$ cat config.mk
export PLATFORM = sky130hd
export DESIGN_NAME = header_length_checksum_deframer_unit
export DESIGN_NICKNAME = d
export VERILOG_FILES = /design/src/hw/rtl/hlcd_pkg.sv /design/src/hw/rtl/header_length_checksum_deframer_unit.sv
export SDC_FILE = /design/constraint.sdc
export NUM_CORES = 1
export LEC_CHECK = 0
export BUFFER_PORTS_ARGS = -buffer_cell sky130_fd_sc_hd__buf_4
export CAP_MARGIN = 40
export CORE_ASPECT_RATIO = 2
export CORE_MARGIN = 2
export CORE_UTILIZATION = 50
export CTS_BUF_LIST = sky130_fd_sc_hd__clkbuf_4 sky130_fd_sc_hd__clkbuf_8 sky130_fd_sc_hd__clkbuf_16
export CTS_CLUSTER_DIAMETER = 50
export DETAILED_ROUTE_END_ITERATION = 8
export PLACE_DENSITY = 0.69
export SETUP_SLACK_MARGIN = 0.1
export SYNTH_ARGS = -nofsm -noshare
export SYNTH_HDL_FRONTEND = slang
export SYNTH_SLANG_ARGS = --single-unit
$ cat constraint.sdc
create_clock -name clk -period 3.4 [get_ports clk]
set_input_delay 0.17 -clock clk [delete_from_list [all_inputs] [get_ports clk]]
set_output_delay 0.17 -clock clk [all_outputs]
set_load 0.005 [all_outputs]
$ cat src/hw/rtl/hlcd_pkg.sv
// Types and constants shared by the header/length/checksum deframer.
`timescale 1ns / 1ps
`default_nettype none
package hlcd_pkg;

	// Frame layout
	localparam int unsigned MAX_FRAME      = 127;
	localparam int unsigned FRAME_OVERHEAD = 9;
	localparam int unsigned PAYLOAD_START  = 7;
	localparam int unsigned CHECK_TAIL     = 2;
	localparam int unsigned SYNC_COUNT     = 4;

	localparam logic [6:0] POS_HUNT   = 7'd0;
	localparam logic [6:0] POS_LENGTH = 7'd4;
	localparam logic [6:0] POS_SEQ    = 7'd5;
	localparam logic [6:0] POS_TYPE   = 7'd6;
	localparam logic [6:0] POS_BODY   = 7'd7;

	// Configuration register indexes
	localparam logic [7:0] CFG_SYNC_FIRST  = 8'd0;
	localparam logic [7:0] CFG_SYNC_SECOND = 8'd1;
	localparam logic [7:0] CFG_SYNC_THIRD  = 8'd2;
	localparam logic [7:0] CFG_SYNC_FOURTH = 8'd3;

	// Sync byte reset values: "head"
	localparam logic [7:0] SYNC_FIRST_RST  = 8'd104;
	localparam logic [7:0] SYNC_SECOND_RST = 8'd101;
	localparam logic [7:0] SYNC_THIRD_RST  = 8'd97;
	localparam logic [7:0] SYNC_FOURTH_RST = 8'd100;

	typedef enum logic [1:0] {
		ST_INCOMPLETE = 2'd0,
		ST_COMPLETE   = 2'd1,
		ST_INVALID    = 2'd2
	} frame_verdict_t;

	typedef enum logic [2:0] {
		ROLE_DISCARD = 3'd0,
		ROLE_HEADER  = 3'd1,
		ROLE_LENGTH  = 3'd2,
		ROLE_SEQ     = 3'd3,
		ROLE_TYPE    = 3'd4,
		ROLE_PAYLOAD = 3'd5,
		ROLE_CHECK   = 3'd6
	} role_t;

	typedef struct packed {
		frame_verdict_t status;
		role_t          role;
		logic [7:0]     value;
		logic [6:0]     pidx;
		logic [7:0]     sequence_b;
		logic [7:0]     type_b;
		logic [6:0]     length;
	} result_t;

endpackage
`default_nettype wire

$ cat src/hw/rtl/header_length_checksum_deframer_unit.sv
// Sync-header, length and checksum deframer, one received byte per transfer.
`timescale 1ns / 1ps
`default_nettype none
// One byte enters per cycle while in_stall is low; the frame state (position,
// length, sequence, type, 16-bit sign-extended sum, checksum high byte) is
// updated by a single compare-and-add step in the cycle the byte is accepted,
// and its result is registered at the same edge, into the output register or,
// if that register is held by out_stall, into the skid entry.
// A one-entry skid register behind the output keeps in_stall registered, so
// the block sustains one byte per cycle whenever the sink keeps up and holds
// up to two results while out_stall is high. The four sync bytes are
// written through the cfg port (index 0..3, other indexes ignored), only
// while the stream is idle; the user is bound to this, the block does not enforce it.
module header_length_checksum_deframer_unit
	import hlcd_pkg::*;
(
	input  wire logic       clk,
	input  wire logic       arst_n,
	// configuration
	input  wire logic       cfg_valid,
	output logic            cfg_ready,
	input  wire logic [7:0] cfg_index,
	input  wire logic [7:0] cfg_data,
	// input byte stream
	input  wire logic       in_valid,
	output logic            in_stall,
	input  wire logic [7:0] rx_byte,
	// result stream
	output logic            out_valid,
	input  wire logic       out_stall,
	output logic [1:0]      frame_status,
	output logic [2:0]      byte_role,
	output logic [7:0]      byte_value,
	output logic [6:0]      payload_index,
	output logic [7:0]      frame_sequence,
	output logic [7:0]      frame_type,
	output logic [6:0]      frame_length
);

	logic [7:0]  sync_q [SYNC_COUNT];
	logic [6:0]  pos_q, pos_n;
	logic [6:0]  len_q, len_n;
	logic [7:0]  seq_q, seq_n;
	logic [7:0]  typ_q, typ_n;
	logic [15:0] sum_q, sum_n;
	logic [7:0]  chk_hi_q, chk_hi_n;

	result_t     res;
	result_t     out_q, skid_q;
	logic        out_valid_q, skid_valid_q;

	logic        accept_in;
	logic        out_free;
	logic [15:0] b_sext;
	logic [7:0]  tail_pos;
	logic [15:0] stored_chk;

	assign cfg_ready = 1'b1;
	assign in_stall  = skid_valid_q;
	assign accept_in = in_valid && !skid_valid_q;
	assign out_free  = !out_valid_q || !out_stall;

	// Sync byte registers
	always_ff @(posedge clk or negedge arst_n) begin
		if (!arst_n) begin
			sync_q[0] <= SYNC_FIRST_RST;
			sync_q[1] <= SYNC_SECOND_RST;
			sync_q[2] <= SYNC_THIRD_RST;
			sync_q[3] <= SYNC_FOURTH_RST;
		end else if (cfg_valid) begin
			unique case (cfg_index)
				CFG_SYNC_FIRST:  sync_q[0] <= cfg_data;
				CFG_SYNC_SECOND: sync_q[1] <= cfg_data;
				CFG_SYNC_THIRD:  sync_q[2] <= cfg_data;
				CFG_SYNC_FOURTH: sync_q[3] <= cfg_data;
				default: ;
			endcase
		end
	end

	// Per-byte step: classify the byte and advance the frame state
	assign b_sext     = {{8{rx_byte[7]}}, rx_byte};
	assign tail_pos   = {1'b0, pos_q} + 8'(CHECK_TAIL);
	assign stored_chk = {chk_hi_q, rx_byte};

	always_comb begin
		pos_n    = pos_q;
		len_n    = len_q;
		seq_n    = seq_q;
		typ_n    = typ_q;
		sum_n    = sum_q;
		chk_hi_n = chk_hi_q;
		res.status = ST_INCOMPLETE;
		res.role   = ROLE_DISCARD;
		res.pidx   = '0;
		priority if (pos_q < POS_LENGTH) begin
			priority if (pos_q != POS_HUNT && rx_byte == sync_q[pos_q[1:0]]) begin
				res.role = ROLE_HEADER;
				sum_n    = sum_q + b_sext;
				pos_n    = pos_q + 7'd1;
			end else if (rx_byte == sync_q[0]) begin
				// a first sync byte opens a new frame
				res.role = ROLE_HEADER;
				len_n    = '0;
				seq_n    = '0;
				typ_n    = '0;
				chk_hi_n = '0;
				sum_n    = b_sext;
				pos_n    = 7'd1;
			end else begin
				pos_n = POS_HUNT;
			end
		end else if (pos_q == POS_LENGTH) begin
			res.role = ROLE_LENGTH;
			len_n    = rx_byte[6:0];
			if (rx_byte < 8'(FRAME_OVERHEAD) || rx_byte > 8'(MAX_FRAME)) begin
				res.status = ST_INVALID;
				pos_n      = POS_HUNT;
			end else begin
				sum_n = sum_q + b_sext;
				pos_n = POS_SEQ;
			end
		end else if (pos_q == POS_SEQ) begin
			res.role = ROLE_SEQ;
			seq_n    = rx_byte;
			sum_n    = sum_q + b_sext;
			pos_n    = POS_TYPE;
		end else if (pos_q == POS_TYPE) begin
			res.role = ROLE_TYPE;
			typ_n    = rx_byte;
			sum_n    = sum_q + b_sext;
			pos_n    = POS_BODY;
		end else if (tail_pos < {1'b0, len_q}) begin
			res.role = ROLE_PAYLOAD;
			res.pidx = pos_q - POS_BODY;
			sum_n    = sum_q + b_sext;
			pos_n    = pos_q + 7'd1;
		end else if (tail_pos == {1'b0, len_q}) begin
			res.role = ROLE_CHECK;
			chk_hi_n = rx_byte;
			pos_n    = pos_q + 7'd1;
		end else begin
			// last checksum byte closes the frame
			res.role   = ROLE_CHECK;
			res.status = (stored_chk == sum_q) ? ST_COMPLETE : ST_INVALID;
			pos_n      = POS_HUNT;
		end
		res.value      = rx_byte;
		res.sequence_b = seq_n;
		res.type_b     = typ_n;
		res.length     = len_n;
	end

	// Frame state registers
	always_ff @(posedge clk or negedge arst_n) begin
		if (!arst_n) begin
			pos_q    <= POS_HUNT;
			len_q    <= '0;
			seq_q    <= '0;
			typ_q    <= '0;
			sum_q    <= '0;
			chk_hi_q <= '0;
		end else if (accept_in) begin
			pos_q    <= pos_n;
			len_q    <= len_n;
			seq_q    <= seq_n;
			typ_q    <= typ_n;
			sum_q    <= sum_n;
			chk_hi_q <= chk_hi_n;
		end
	end

	// Output register and skid entry: control
	always_ff @(posedge clk or negedge arst_n) begin
		if (!arst_n) begin
			out_valid_q  <= 1'b0;
			skid_valid_q <= 1'b0;
		end else if (out_free) begin
			out_valid_q  <= skid_valid_q || accept_in;
			skid_valid_q <= 1'b0;
		end else if (accept_in) begin
			skid_valid_q <= 1'b1;
		end
	end

	// Output register and skid entry: payload
	always_ff @(posedge clk) begin
		if (out_free) begin
			if (skid_valid_q) begin
				out_q <= skid_q;
			end else if (accept_in) begin
				out_q <= res;
			end
		end else if (accept_in) begin
			skid_q <= res;
		end
	end

	assign out_valid      = out_valid_q;
	assign frame_status   = out_q.status;
	assign byte_role      = out_q.role;
	assign byte_value     = out_q.value;
	assign payload_index  = out_q.pidx;
	assign frame_sequence = out_q.sequence_b;
	assign frame_type     = out_q.type_b;
	assign frame_length   = out_q.length;

`ifndef SYNTH
	a_skid_behind_out: assert property (@(posedge clk) disable iff (!arst_n)
		skid_valid_q |-> out_valid_q)
		else $error("skid entry holds a result while the output register is empty");

	a_pos_in_frame: assert property (@(posedge clk) disable iff (!arst_n)
		pos_q < 7'(MAX_FRAME))
		else $error("byte position ran past the longest frame");

	a_complete_on_check: assert property (@(posedge clk) disable iff (!arst_n)
		out_valid_q && out_q.status == ST_COMPLETE |-> out_q.role == ROLE_CHECK)
		else $error("frame reported complete on a byte that is not a checksum byte");

	a_pidx_payload_only: assert property (@(posedge clk) disable iff (!arst_n)
		out_valid_q && out_q.role != ROLE_PAYLOAD |-> out_q.pidx == '0)
		else $error("payload index set on a byte outside the payload");

	a_hunt_after_close: assert property (@(posedge clk) disable iff (!arst_n)
		accept_in && pos_q >= POS_BODY && tail_pos > {1'b0, len_q} |=> pos_q == POS_HUNT)
		else $error("block did not return to hunting after the last checksum byte");
`endif

endmodule
`default_nettype wire

==> results of run 1 <==
critical path: cells and delay by family, from the launching register on:
kind,cells,cell delay [ns]
adder cells (fa/ha/maj),1,0.32
multiplexers,1,0.21
buffers and inverters,2,0.42
AO/OA/AOI/OAI,3,0.58
flip-flops,1,0.36
AND/OR/NAND/NOR,4,1.04
metal layers:
metal | vias to the layer above | share of wire, % | wire length [um] | track usage, %
met4 | 0 | 4.7 | 1000 | 12.8
met5 | - | 0 | 0 | 0
met3 | 67 | 4.2 | 904 | 3.42
met1 | 3144 | 38 | 8060 | 24.9
li1 | 3006 | - | - | -
met2 | 218 | 53 | 11300 | 40.4
cells by family (layout without fill, tap and decap cells):
kind of cell / after synthesis / after routing / synth area share [%]
compound gates: 188 / 188 / 14.6
simple gates: 175 / 175 / 9.85
flops: 174 / 174 / 53.1
mux: 90 / 90 / 11.6
buf+inv: 63 / 157 / 2.85
xor+xnor: 42 / 42 / 4.07
fa+ha+maj: 28 / 28 / 3.96
other cells: 1 / 1 / 0.0415
worst max-delay path by stage:
stage	depth (start not counted)	slack [ns]	endpoint
after global routing	9	0.11	sum_q[15]$_DFFE_PN0P_
after floorplan	4	0.17	skid_q[0]$_DFFE_PP_
after CTS	9	0.15	payload_index[3]$_DFFE_PP_
final	11	0.32	payload_index[3]$_DFFE_PP_
after detailed placement	9	0.17	payload_index[3]$_DFFE_PP_
after global placement	8	0.32	payload_index[1]$_DFFE_PP_
cell usage after synthesis, types with 23 or more instances:
cell and number:
edfxtp_1 86, dfrtp_1 75, mux2_2 74, nand2_1 52, nor2_1 42, o21ai_0 42
a22o_1 39, a21oi_1 27, ha_1 27, clkbuf_1 24, xnor2_1 24, inv_1 23
layout make-up:
| class | instances | area (um^2) | share of cell area [%] |
|---|---|---|---|
| clock buffer | 20 | 460 | 4.35 |
| multi-input combinational | 524 | 4020 | 37.9 |
| inverter | 23 | 86.3 | 0.815 |
| sequential | 174 | 4800 | 45.3 |
| tap | 213 | 267 | 2.52 |
| timing repair buffer | 102 | 823 | 7.77 |
| clock inverter | 12 | 138 | 1.30 |
through the flow:
stage	util [%]	setup WS, ns
2_1_floorplan	-	0.167
3_3_place_gp	55.5	0.318
3_5_place_dp	55.7	0.173
4_1_cts	59.5	0.149
5_1_grt	59.6	0.106
6_report	59.6	0.325
sequential cells by signal, summed over array words and instances, names as in the netlist, 2 cells and up:
name / cells
payload_index: 7
pos_q: 7
byte_role: 3
len_q: 7
seq_q: 8
sync_q: 32
frame_length: 7
skid_q: 43
frame_sequence: 8
byte_value: 8
frame_status: 2
sum_q: 16
frame_type: 8
typ_q: 8
chk_hi_q: 8
power by group:
| part | internal (mW) | switching (mW) |
|---|---|---|
| clock | 1.14 | 0.814 |
| combinational | 0.944 | 0.982 |
| sequential | 2.67 | 0.252 |
| total | 4.75 | 2.05 |
what timing repair did:
action | CTS | global route
gates resized for setup | 0 | 3
setup endpoints to repair | 0 | 12
hold buffers | 7 | 0
setup buffers | 0 | 0
hold endpoints to repair | 91 | 0
==> metrics.cfg, run 1 <==
[sta]
fin_crit_ns = 3.08
max_slew_margin_pct = 50.2
finalCritPeriodShare_pct = 90.4
hold_viol = 0
skew_ns = 0.00956
drv_slew = 0
hold_slack_ns = 0.0104
worst_slew_pin_slew_ns = 0.744
rsz0062_at_grt = false
setup_viol = 0
fmaxAchievable_mhz = 325
finalSetupTns_ns = 0

[yosys]
synth_cells = 761
synth_ff_type = edfxtp_1
synthTopCellsByArea = edfxtp_1, dfrtp_1, mux2_2, a22o_1, dfstp_2
ys_types = 66
synth.avg_cell_area_um2 = 11.9
synth-edff-count = 86
ys_ff_latch = 174
synth_area_um2 = 9040
synth_top_area_cell = edfxtp_1
yosysSeqAreaShare_pct = 53.1
yosysWarnings = 0
yosys.area.top_type_share_pct = 28.6
synth_nets = 818
ys_async_sr_fraction_pct = 50.6

[setup_path]
crit_start = pos_q[1]$_DFFE_PN0P_
startpoint_type = register
worst_ep_required_time_ns = 3.69
worst_path_max_delay_cell = or2_2
cp_max_fo = 17
crit_top_cell = o21a_1
end_kind = register
critPathMaxStageDelay_ns = 0.43
r2r_cells = 11
ff2ff_setup_slack_ns = 0.32
crit_type = reg2reg
rr_endpoint = payload_index[3]$_DFFE_PP_
arrival_ns = 3.37
crit_chain = buf_4, inv_1, ha_1, nor2b_1, o21a_1, o21a_1, o21bai_1, nand2_1, or2_2, nor3_1, mux2_2
r2r_start = pos_q[1]$_DFFE_PN0P_

[floorplan]
rows = 69
fp.dieArea_um2 = 19200
ioPinCount = 75
initial_core_util_pct = 50.9
die_h_um = 194
core_area_um2 = 17800
die_width_um = 99.1

[pwr]
vdd_drop_max_uv = 386
power_per_cell_area_nw_per_um2 = 641
power_mw = 6.79
p_leak_nw = 4.42

[grt]
grt_pass1_vias = 6718
antenna_found_initial = 0
track_usage_pct = 22.6
grt_max_degree = 65
grt_first_pass_wirelength_mm = 34.5
grt-ovfl-total = 0

[clocking]
insertion_delay_ns = 0.43
cts_buffers = 17
htreeDepth = 4
cts_buffer_depth = 2
numClockSinks = 174
cts_tree = done
clockRootBuffer = clkbuf_16
clkTransAtPathRegs_ns = 0.07

[route]
drt-initial-drc-count = 411
wl_mm = 21.3
first_pass_iters = 5
ant_nets = 0
dr_total_vias = 6435
drc = 0
viasPerCell = 6.03
wl_per_cell_um = 19.9

[place]
hpwl_mm = 15.1
dp_cells = 1029
place.gp.congestion = 0.976
placed_cell_area_um2 = 9910
io_buffers = 73

[layout]
drive_gt1_share_pct = 28.3
nets = 899
post-route-cell-area_um2 = 10600
area_growth_pct = 17.1
layout_common_cells = buf_4, edfxtp_1, mux2_2, dfrtp_1, nand2_1
finalNonFillerCells = 1068
fill_cells = 1440
final_common_cell = buf_4
antennaDiodeCount = 0

[hold_path]
holdPathEnd = sync_q[17]$_DFFE_PN0P_
min_path_type = in2reg
whs_path_depth = 2
hp-start = cfg_data[1]

[status]
status = finished, final reports clean

[run]
drv_cap = 0

Power figures use the tool's default switching activity.
==> run 2: changes to the inputs <==
--- a/config.mk
+++ b/config.mk
@@ -13,6 +13,7 @@
 export CTS_BUF_LIST = sky130_fd_sc_hd__clkbuf_4 sky130_fd_sc_hd__clkbuf_8 sky130_fd_sc_hd__clkbuf_16
 export CTS_CLUSTER_DIAMETER = 50
 export DETAILED_ROUTE_END_ITERATION = 8
+export MAX_ROUTING_LAYER = met4
 export PLACE_DENSITY = 0.69
 export SETUP_SLACK_MARGIN = 0.1
 export SYNTH_ARGS = -nofsm -noshare
==> run 2 against run 1 <==
- via count is 0.59% higher
- highest routed layer unchanged
- setup slack gained 0.018 ns
- sequential power hardly changed
- first-iteration DRC count down 8.5%
- non-clock buffer count is 2 higher
- total power increased by 2.2%
- critical path depth is 2 lower
- flip-flop and latch count stayed put
- largest cell class unchanged
==> metrics.cfg, run 2 (same netlist as run 1, synthesis figures left out) <==
[status]
status = finished, final reports clean  ; unchanged

[sta]
max_slew_margin_pct = 50.9  ; was 50.2%
setup_viol = 0  ; unchanged
drv_slew = 0  ; unchanged
rsz0062_at_grt = false  ; unchanged
fmaxAchievable_mhz = 327  ; was 325 MHz
finalCritPeriodShare_pct = 89.9  ; was 90.4%
fin_crit_ns = 3.06  ; was 3.08 ns
hold_slack_ns = 0.0283  ; was 0.0104 ns
worst_slew_pin_slew_ns = 0.736  ; was 0.744 ns
finalSetupTns_ns = 0  ; unchanged
skew_ns = 0.0123  ; was 0.00956 ns
hold_viol = 0  ; unchanged

[setup_path]
worst_path_max_delay_cell = or4b_1  ; was or2_2
end_kind = register  ; unchanged
crit_type = reg2reg  ; unchanged
worst_ep_required_time_ns = 3.70  ; was 3.69 ns
ff2ff_setup_slack_ns = 0.34  ; was 0.32 ns
rr_endpoint = sum_q[15]$_DFFE_PN0P_  ; was payload_index[3]$_DFFE_PP_
crit_chain = ha_1, a211oi_1, nor4_1, o31ai_1, a211o_1, o21ai_0, or4b_1, a21oi_1, a211oi_1  ; was buf_4, inv_1, ha_1, nor2b_1, o21a_1, o21a_1, o21bai_1, nand2_1, or2_2, nor3_1, mux2_2
startpoint_type = register  ; unchanged
r2r_cells = 9  ; was 11
critPathMaxStageDelay_ns = 0.55  ; was 0.43 ns
cp_max_fo = 4  ; was 17
r2r_start = sum_q[1]$_DFFE_PN0P_  ; was pos_q[1]$_DFFE_PN0P_
arrival_ns = 3.36  ; was 3.37 ns
crit_top_cell = a211oi_1  ; was o21a_1

[layout]
seq_area_um2 = 4800  ; about the same
area_growth_pct = 17.7  ; was 17.1%
multi_input_area_um2 = 4020  ; about the same
largest_reg_flops = 43  ; unchanged
antennaDiodeCount = 0  ; unchanged
final_common_cell = buf_4  ; unchanged
layout_common_cells = buf_4, edfxtp_1, mux2_2, dfrtp_1, nand2_1  ; unchanged
top_register = skid_q  ; unchanged
reg.largest.list = skid_q: 43 flops, sync_q: 32 flops, sum_q: 16 flops  ; unchanged
final_util_pct = 59.9  ; was 59.6%
nets = 901  ; was 899
drive_gt1_share_pct = 28.1  ; was 28.3%
fill_cells = 1453  ; was 1440

[clocking]
cts_buffers = 17  ; unchanged
cts_buffer_depth = 2  ; unchanged
insertion_delay_ns = 0.44  ; was 0.43 ns
htreeDepth = 4  ; unchanged
cts_tree = done  ; unchanged
clkTransAtPathRegs_ns = 0.06  ; was 0.07 ns
clockRootBuffer = clkbuf_16  ; unchanged
cts_post_setup_buffers_inserted = 0  ; unchanged
numClockSinks = 174  ; unchanged

[hold_path]
min_path_type = in2reg  ; unchanged
hp-start = cfg_data[0]  ; was cfg_data[1]
holdPathEnd = sync_q[24]$_DFFE_PN0P_  ; was sync_q[17]$_DFFE_PN0P_
whs_path_depth = 2  ; unchanged

[route]
wl_per_cell_um = 20.3  ; was 19.9 um
drc = 0  ; unchanged
wl_mm = 21.7  ; was 21.3 mm
ant_nets = 0  ; unchanged
highest_layer = met4  ; unchanged
met2_wirelength_mm = 11.8  ; was 11.3 mm
drt-initial-drc-count = 376  ; was 411
viasPerCell = 6.05  ; was 6.03
first_pass_iters = 6  ; was 5
dr_total_vias = 6473  ; was 6435
drt-met1-wl_mm = 8.27  ; was 8.06 mm
route.met3.wl_um = 736  ; was 904 um

[place]
place.gp.congestion = 0.918  ; was 0.976
hpwl_mm = 15.5  ; was 15.1 mm
io_buffers = 73  ; unchanged

[pwr]
p_leak_nw = 4.44  ; was 4.42 nW
power_per_cell_area_nw_per_um2 = 652  ; was 641 nW/um^2
vdd_drop_max_uv = 362  ; was 386 uV

[grt]
grt_first_pass_wirelength_mm = 35.3  ; was 34.5 mm
antenna_found_initial = 0  ; unchanged
track_usage_pct = 24.1  ; was 22.6%
grt_pass1_vias = 6722  ; was 6718
grt_max_degree = 60  ; was 65
grt-ovfl-total = 0  ; unchanged

[floorplan]
fp.dieArea_um2 = 19200  ; unchanged
die_h_um = 194  ; unchanged
rows = 69  ; unchanged
initial_core_util_pct = 50.9  ; unchanged
die_width_um = 99.1  ; unchanged
ioPinCount = 75  ; unchanged
core_area_um2 = 17800  ; unchanged

[run]
drv_cap = 0  ; unchanged

## run 2: through the flow
step / instance area (um^2) / setup slack, ns / instances / power (mW)
finish: 10600 / 0.343 / 1070 / 6.95
global route: 10600 / 0.138 / 1070 / 7.33
CTS: 10600 / 0.262 / 1070 / 6.96
detailed placement: 9910 / 0.281 / 1029 / 4.86
global placement: 9870 / 0.354 / 1027 / 4.76
floorplan: 9050 / 0.167 / 761 / 4.27
## run 2: layout make-up
cell class,instances,area share [%]
clock buffers,21,4.39
multi-input cells,524,37.7
flip-flops and latches,174,45.1
clock inverters,11,1.55
well taps,213,2.50
repair buffers,104,7.92
inverters,23,0.811
## run 2: power breakdown
part | switching (mW) | internal [mW]
logic | 0.995 | 0.949
registers | 0.249 | 2.67
clock network | 0.806 | 1.28
total | 2.05 | 4.90
## run 2: what timing repair did
item	4_1_cts	5_1_grt
hold endpoints to repair	53	0
gates resized for setup	0	3
setup endpoints to repair	0	5
hold buffers	9	0
## run 2: how the worst max path moves through the flow
stage                          from                         end  depth (start not counted)
3_3_place_gp   pos_q[3]$_DFFE_PN0P_  payload_index[3]$_DFFE_PP_                         10
6_report       sum_q[1]$_DFFE_PN0P_       sum_q[15]$_DFFE_PN0P_                          9
2_1_floorplan  in_stall$_DFFE_PN0P_         skid_q[0]$_DFFE_PP_                          4
4_1_cts        pos_q[3]$_DFFE_PN0P_   frame_status[1]$_DFFE_PP_                          9
3_5_place_dp   pos_q[3]$_DFFE_PN0P_   frame_status[1]$_DFFE_PP_                          9
5_1_grt        pos_q[3]$_DFFE_PN0P_  payload_index[3]$_DFFE_PP_                         10
## run 2: routing by layer
metal,vias up,global-route usage (%)
met5,-,-
met4,0,12.4
met3,66,3.64
met2,188,41.6
met1,3210,26.5
li1,3009,-
## run 2: worst max-delay path, delay by kind of cell, from the launching register on
family	cells	cell delay, ns
adder cells (fa/ha/maj)	1	0.32
AND/OR/NAND/NOR	2	0.65
AO/OA/AOI/OAI	6	1.54
flip-flops	1	0.40
